--- src/hdl/aes_pkg.sv ---
// Package: AES-128 types, S-box, round helpers and constants.
`timescale 1ns / 1ps
package aes_pkg;

    localparam int NumRounds = 10;

    typedef logic [7:0] t_byte;

    typedef struct packed {
        logic [63:0] plain_high;
        logic [63:0] plain_low;
    } t_in_item;

    typedef struct packed {
        logic [63:0] cipher_high;
        logic [63:0] cipher_low;
    } t_out_item;

    // Configuration register indexes
    typedef enum logic [0:0] {
        REG_KEY_HIGH = 1'b0,
        REG_KEY_LOW  = 1'b1
    } t_reg_idx;

    // Forward S-box
    localparam logic [7:0] SBOX [256] = '{
        8'h63,8'h7C,8'h77,8'h7B,8'hF2,8'h6B,8'h6F,8'hC5,8'h30,8'h01,8'h67,8'h2B,8'hFE,8'hD7,8'hAB,8'h76,
        8'hCA,8'h82,8'hC9,8'h7D,8'hFA,8'h59,8'h47,8'hF0,8'hAD,8'hD4,8'hA2,8'hAF,8'h9C,8'hA4,8'h72,8'hC0,
        8'hB7,8'hFD,8'h93,8'h26,8'h36,8'h3F,8'hF7,8'hCC,8'h34,8'hA5,8'hE5,8'hF1,8'h71,8'hD8,8'h31,8'h15,
        8'h04,8'hC7,8'h23,8'hC3,8'h18,8'h96,8'h05,8'h9A,8'h07,8'h12,8'h80,8'hE2,8'hEB,8'h27,8'hB2,8'h75,
        8'h09,8'h83,8'h2C,8'h1A,8'h1B,8'h6E,8'h5A,8'hA0,8'h52,8'h3B,8'hD6,8'hB3,8'h29,8'hE3,8'h2F,8'h84,
        8'h53,8'hD1,8'h00,8'hED,8'h20,8'hFC,8'hB1,8'h5B,8'h6A,8'hCB,8'hBE,8'h39,8'h4A,8'h4C,8'h58,8'hCF,
        8'hD0,8'hEF,8'hAA,8'hFB,8'h43,8'h4D,8'h33,8'h85,8'h45,8'hF9,8'h02,8'h7F,8'h50,8'h3C,8'h9F,8'hA8,
        8'h51,8'hA3,8'h40,8'h8F,8'h92,8'h9D,8'h38,8'hF5,8'hBC,8'hB6,8'hDA,8'h21,8'h10,8'hFF,8'hF3,8'hD2,
        8'hCD,8'h0C,8'h13,8'hEC,8'h5F,8'h97,8'h44,8'h17,8'hC4,8'hA7,8'h7E,8'h3D,8'h64,8'h5D,8'h19,8'h73,
        8'h60,8'h81,8'h4F,8'hDC,8'h22,8'h2A,8'h90,8'h88,8'h46,8'hEE,8'hB8,8'h14,8'hDE,8'h5E,8'h0B,8'hDB,
        8'hE0,8'h32,8'h3A,8'h0A,8'h49,8'h06,8'h24,8'h5C,8'hC2,8'hD3,8'hAC,8'h62,8'h91,8'h95,8'hE4,8'h79,
        8'hE7,8'hC8,8'h37,8'h6D,8'h8D,8'hD5,8'h4E,8'hA9,8'h6C,8'h56,8'hF4,8'hEA,8'h65,8'h7A,8'hAE,8'h08,
        8'hBA,8'h78,8'h25,8'h2E,8'h1C,8'hA6,8'hB4,8'hC6,8'hE8,8'hDD,8'h74,8'h1F,8'h4B,8'hBD,8'h8B,8'h8A,
        8'h70,8'h3E,8'hB5,8'h66,8'h48,8'h03,8'hF6,8'h0E,8'h61,8'h35,8'h57,8'hB9,8'h86,8'hC1,8'h1D,8'h9E,
        8'hE1,8'hF8,8'h98,8'h11,8'h69,8'hD9,8'h8E,8'h94,8'h9B,8'h1E,8'h87,8'hE9,8'hCE,8'h55,8'h28,8'hDF,
        8'h8C,8'hA1,8'h89,8'h0D,8'hBF,8'hE6,8'h42,8'h68,8'h41,8'h99,8'h2D,8'h0F,8'hB0,8'h54,8'hBB,8'h16
    };

    // Round constants for rounds 1..10
    localparam logic [7:0] RCON [NumRounds] = '{
        8'h01,8'h02,8'h04,8'h08,8'h10,8'h20,8'h40,8'h80,8'h1B,8'h36
    };

    // Byte i of a 128-bit word, byte 0 most significant
    function automatic t_byte get_byte(input logic [127:0] w, input int i);
        get_byte = w[127-8*i -: 8];
    endfunction

    function automatic t_byte gf_double(input t_byte v);
        gf_double = {v[6:0], 1'b0} ^ (v[7] ? 8'h1B : 8'h00);
    endfunction

    // Next round key from current key and round constant
    function automatic logic [127:0] next_key(input logic [127:0] k, input t_byte rc);
        logic [31:0] t;
        logic [31:0] w0, w1, w2, w3;
        t  = {SBOX[get_byte(k, 13)] ^ rc, SBOX[get_byte(k, 14)],
              SBOX[get_byte(k, 15)], SBOX[get_byte(k, 12)]};
        w0 = k[127:96] ^ t;
        w1 = k[95:64] ^ w0;
        w2 = k[63:32] ^ w1;
        w3 = k[31:0] ^ w2;
        next_key = {w0, w1, w2, w3};
    endfunction

    // SubBytes and ShiftRows together
    function automatic logic [127:0] sub_shift(input logic [127:0] s);
        logic [127:0] t;
        t = '0;
        for (int c = 0; c < 4; c++) begin
            for (int r = 0; r < 4; r++) begin
                t[127-8*(r+4*c) -: 8] = SBOX[get_byte(s, r + 4*((c + r) % 4))];
            end
        end
        sub_shift = t;
    endfunction

    function automatic logic [127:0] mix_columns(input logic [127:0] s);
        logic [127:0] t;
        t_byte a0, a1, a2, a3, all;
        t = '0;
        for (int c = 0; c < 4; c++) begin
            a0  = get_byte(s, 4*c);
            a1  = get_byte(s, 4*c+1);
            a2  = get_byte(s, 4*c+2);
            a3  = get_byte(s, 4*c+3);
            all = a0 ^ a1 ^ a2 ^ a3;
            t[127-8*(4*c)   -: 8] = a0 ^ all ^ gf_double(a0 ^ a1);
            t[127-8*(4*c+1) -: 8] = a1 ^ all ^ gf_double(a1 ^ a2);
            t[127-8*(4*c+2) -: 8] = a2 ^ all ^ gf_double(a2 ^ a3);
            t[127-8*(4*c+3) -: 8] = a3 ^ all ^ gf_double(a3 ^ a0);
        end
        mix_columns = t;
    endfunction

endpackage

--- src/hdl/aes_round.sv ---
// One registered AES round with its own key expansion step.
`timescale 1ns / 1ps
module aes_round
    import aes_pkg::*;
(
    input  logic         i_clk,
    input  logic         i_rst_n,
    input  logic         i_en,
    input  logic         i_valid,
    input  logic [127:0] i_state,
    input  logic [127:0] i_key,
    input  t_byte        i_rcon,
    input  logic         i_last,
    output logic         o_valid,
    output logic [127:0] o_state,
    output logic [127:0] o_key
);

    logic [127:0] n_state, n_key, w_sub;
    logic         r_valid;
    logic [127:0] r_state, r_key;

    // Round function
    always_comb begin
        n_key   = next_key(i_key, i_rcon);
        w_sub   = sub_shift(i_state);
        n_state = (i_last ? w_sub : mix_columns(w_sub)) ^ n_key;
    end

    // Stage register, advances only when the pipeline moves
    always_ff @(posedge i_clk) begin
        if (!i_rst_n) begin
            r_valid <= 1'b0;
        end else if (i_en) begin
            r_valid <= i_valid;
        end
        if (i_en) begin
            r_state <= n_state;
            r_key   <= n_key;
        end
    end

    assign o_valid = r_valid;
    assign o_state = r_state;
    assign o_key   = r_key;

endmodule

--- config.mk ---
export PLATFORM = sky130hd
export DESIGN_NAME = aes_round
export DESIGN_NICKNAME = d
export VERILOG_FILES = /design/src/hdl/aes_pkg.sv /design/src/hdl/aes_round.sv
export SDC_FILE = /design/constraint.sdc
export NUM_CORES = 2
export LEC_CHECK = 0
export BUFFER_PORTS_ARGS = -buffer_cell sky130_fd_sc_hd__buf_2
export CORE_UTILIZATION = 30
export CTS_BUF_LIST = sky130_fd_sc_hd__clkbuf_4 sky130_fd_sc_hd__clkbuf_8 sky130_fd_sc_hd__clkbuf_16
export DETAILED_ROUTE_END_ITERATION = 8
export GPL_TIMING_DRIVEN = 1
export HOLD_SLACK_MARGIN = 0.02
export SLEW_MARGIN = 15
export SYNTH_ARGS = -nofsm -noshare
export SYNTH_HDL_FRONTEND = slang
export SYNTH_SLANG_ARGS = --single-unit
export TNS_END_PERCENT = 5
--- constraint.sdc ---
create_clock -name i_clk -period 13.9 [get_ports i_clk]
set_input_delay 1.39 -clock i_clk [delete_from_list [all_inputs] [get_ports i_clk]]
set_output_delay 1.39 -clock i_clk [all_outputs]
set_load 0.03 [all_outputs]
==> results.json <==
{
  "status": "finished, violations left",
  "violations": "design-rule violations",
  "fmax_mhz": 142,
  "grt_pass1_wl_mm": 679,
  "drt-wirelength-per-cell_um": 32.0,
  "route.detailed.drc": 4,
  "multi_input_area_mm2": 0.0711,
  "power.share.switching_pct": 54.7,
  "synth_cell_type_count": 126,
  "wl_mm": 479,
  "slew_headroom_pct": 17.5,
  "cts_resized": 0,
  "yosys.cell_count.top_type": "nand2_1",
  "cp.arrival_ns": 7.49,
  "root_buffer": "clkbuf_16",
  "cts_buffers": 41,
  "leakage_nw": 32.6,
  "fillers": 30918,
  "hold_depth": 2,
  "critPathKind": "in2reg",
  "synth_area_mm2": 0.0862,
  "slowest_stage": "ha_1",
  "cpMostUsedCell": "xnor2_1",
  "ios": 526,
  "vias": 101628,
  "gp_congestion": 1.08,
  "tightestPinTransition_ns": 1.22,
  "finalHoldViolCount": 0,
  "tritoncts": "done",
  "core-area_mm2": 0.285,
  "ys_warn_count": 0,
  "end_kind": "flop",
  "rows": 196,
  "dieArea_mm2": 0.290,
  "cts.clk_slew.worst_paths_ns": 0.06,
  "synthTopCellsByArea": "edfxtp_1, mux4_2, o21ai_0, a21oi_1, ha_1",
  "first_pass_iters": 9,
  "grt_overflow": 0,
  "timing.rr.end": "o_valid",
  "antenna_found_initial": 69,
  "pwr-share-clk_pct": 13.6,
  "die_w_um": 538,
  "r2r_setup_slack_ns": 13.31,
  "reg2regPathDepth": 2,
  "ys_ff_latch": 257,
  "clk-insertion-delay-late_ns": 0.69,
  "drive_above_1_share_pct": 13.8,
  "min_from": "o_valid",
  "critical_path_required_ns": 14.33,
  "grt_use_total_pct": 31.3,
  "p_per_area_mw_per_mm2": 96.9,
  "p_int_mw": 3.97,
  "grt_max_degree": 99,
  "h-tree-depth": 2,
  "cp-start-kind": "primary input",
  "yosysTopAreaCell": "edfxtp_1",
  "yosys-top-cells-count": "nand2_1, o21ai_0, a21oi_1, nor2_1, clkbuf_1",
  "async_reset_ff_share_pct": 0,
  "dp_hpwl_mm": 345,
  "hold_end": "o_valid",
  "setup_viol": 0,
  "final_max_slew_viol_count": 0,
  "syn_to_final_growth_pct": 4.97,
  "synth_top_area_share_pct": 8.91,
  "p_sw_mw": 4.80,
  "grt_pass1_vias": 90484,
  "fin_crit_ns": 7.06,
  "first_iter_violations": 20377,
  "r2r_start": "o_valid",
  "ant_nets": 0,
  "synth_edf_count": 256,
  "fin_nets": 11692,
  "min_path_type": "reg2reg",
  "fin_skew_ns": 0,
  "clk_path_buf_depth": 3,
  "critical_path.max_stage_delay_ns": 1.10,
  "min_period_over_period_pct": 50.8,
  "synth_cells": 11743,
  "postCtsSetupRepairBufs": 0,
  "peakVddDrop_uv": 110,
  "combPwrFrac_pct": 67.9,
  "via_per_inst": 6.79,
  "start_util_pct": 30.2,
  "crit_fanout": 42,
  "rsz0062_at_grt": "no",
  "final_core_util_pct": 31.7,
  "ys.flop_type": "edfxtp_1",
  "postCtsHoldBufs": 0,
  "seq_area_frac_synth_pct": 8.94,
  "clock-sinks": 257,
  "cp_cell_sequence": "buf_2 > buf_4 > clkinv_1 > ha_1 > nor2b_1 > nor2_1 > a211oi_1 > o311a_1 > nor4_2 > xnor2_1 > xnor2_1 > xnor2_1 > o21ai_0 > xor2_1",
  "postSynthAreaPerCell_um2": 7.34,
  "setup-tns-final_ns": 0,
  "maxCapViolCount": 0,
  "synth_nets": 12309,
  "io_buffers": 525,
  "regArea_mm2": 0.00771,
  "die_h_um": 538,
  "seqPwrFrac_pct": 18.5
}
==> per-layer routing <==
metal / GRT usage (%) / vias up / routed length [um]
met1: 40.1 / 48234 / 179000
met2: 46.2 / 8386 / 201000
met3: 7.49 / 1595 / 57700
met5: 0 / - / 243
met4: 21.6 / 38 / 40700
li1: - / 43375 / -
==> state kept, by name, summed over array words and instances, names as in the netlist <==
register and count:
o_state 128, o_key 128, o_valid 1
==> cell families (layout without fill, tap and decap cells) <==
family / count (synthesis) / count (layout) / synth area share (%)
flops: 257 / 257 / 8.94
xor+xnor: 689 / 689 / 9.35
mux: 587 / 587 / 11.2
compound gates: 4251 / 4251 / 33.9
buf+inv: 1683 / 1098 / 8.88
fa+ha+maj: 297 / 297 / 4.31
other cells: 0 / 53 / 0
simple gates: 3979 / 3979 / 23.4
==> power by group through the flow <==
stage / clock (mW) / sequential (mW) / combinational (mW)
finish: 1.20 / 1.62 / 5.95
global route: 1.24 / 1.61 / 6.18
CTS: 1.22 / 1.60 / 5.79
detailed placement: 0 / 1.62 / 5.77
global placement: 0 / 1.63 / 5.82
floorplan: 0 / 1.85 / 3.30
==> how the worst max path moves through the flow <==
stage                  endpoint          from  slack, ns  depth (start not counted)
floorplan           o_state[89]   i_state[49]       8.58                         16
global placement    o_state[40]   i_state[65]       6.26                         14
detailed placement  o_state[40]   i_state[65]       6.30                         14
CTS                 o_state[40]  i_state[105]       7.01                         14
global route        o_state[40]  i_state[105]       6.77                         14
finish              o_state[40]  i_state[105]       6.84                         14
==> through the flow <==
stage	total power, mW	cells	setup WS [ns]	hold slack, ns	cell area (um^2)
after detailed placement	7.39	14845	6.30	0.516	88900
after CTS	8.62	14920	7.01	0.530	90400
final	8.77	14973	6.84	0.520	90500
after global placement	7.45	14845	6.26	0.498	88900
after global routing	9.02	14957	6.77	0.562	90500
after floorplan	5.15	11743	8.58	0.640	86200
==> worst max-delay path: cells and delay by family <==
kind / cells / cell delay [ns]
and+or+nand+nor: 3 / 1.30
AOI/OAI and AO/OA: 3 / 1.30
xor gates and xnor gates: 4 / 1.22
buffers and inverters: 3 / 1.10
adders and majority gates: 1 / 1.10
==> cell type report <==
cell class,count,share of cell area (%)
multi-input combinational,9803,78.5
sequential,257,8.51
clock inverter,31,0.415
clock buffer,44,1.18
inverter,261,1.09
timing repair buffer,762,4.98
antenna,53,0.146
tap,3762,5.20
==> cells in the final DEF (no fill, tap or decap), types with 108 or more instances in the layout <==
master    Yosys  layout
a311oi_1    177     177
nand3_1     362     362
a211oi_1    215     215
and2_1      108     108
o21ai_0     889     886
a31oi_1     254     254
o211ai_1    233     233
nor2_1      782     782
o31ai_1     132     132
o311ai_0    194     194
buf_4        92     272
xnor2_1     329     315
nand2b_1    423     423
buf_2       497     489
mux2i_1     218     218
nor3_1      373     372
edfxtp_1    256     256
a21oi_1     876     876
xor2_1      188     181
nand2_1     928     928
mux4_2      291     291
inv_1       197     196
ha_1        297     297
nor2b_1     360     360
(Power assumes the default switching activity.)
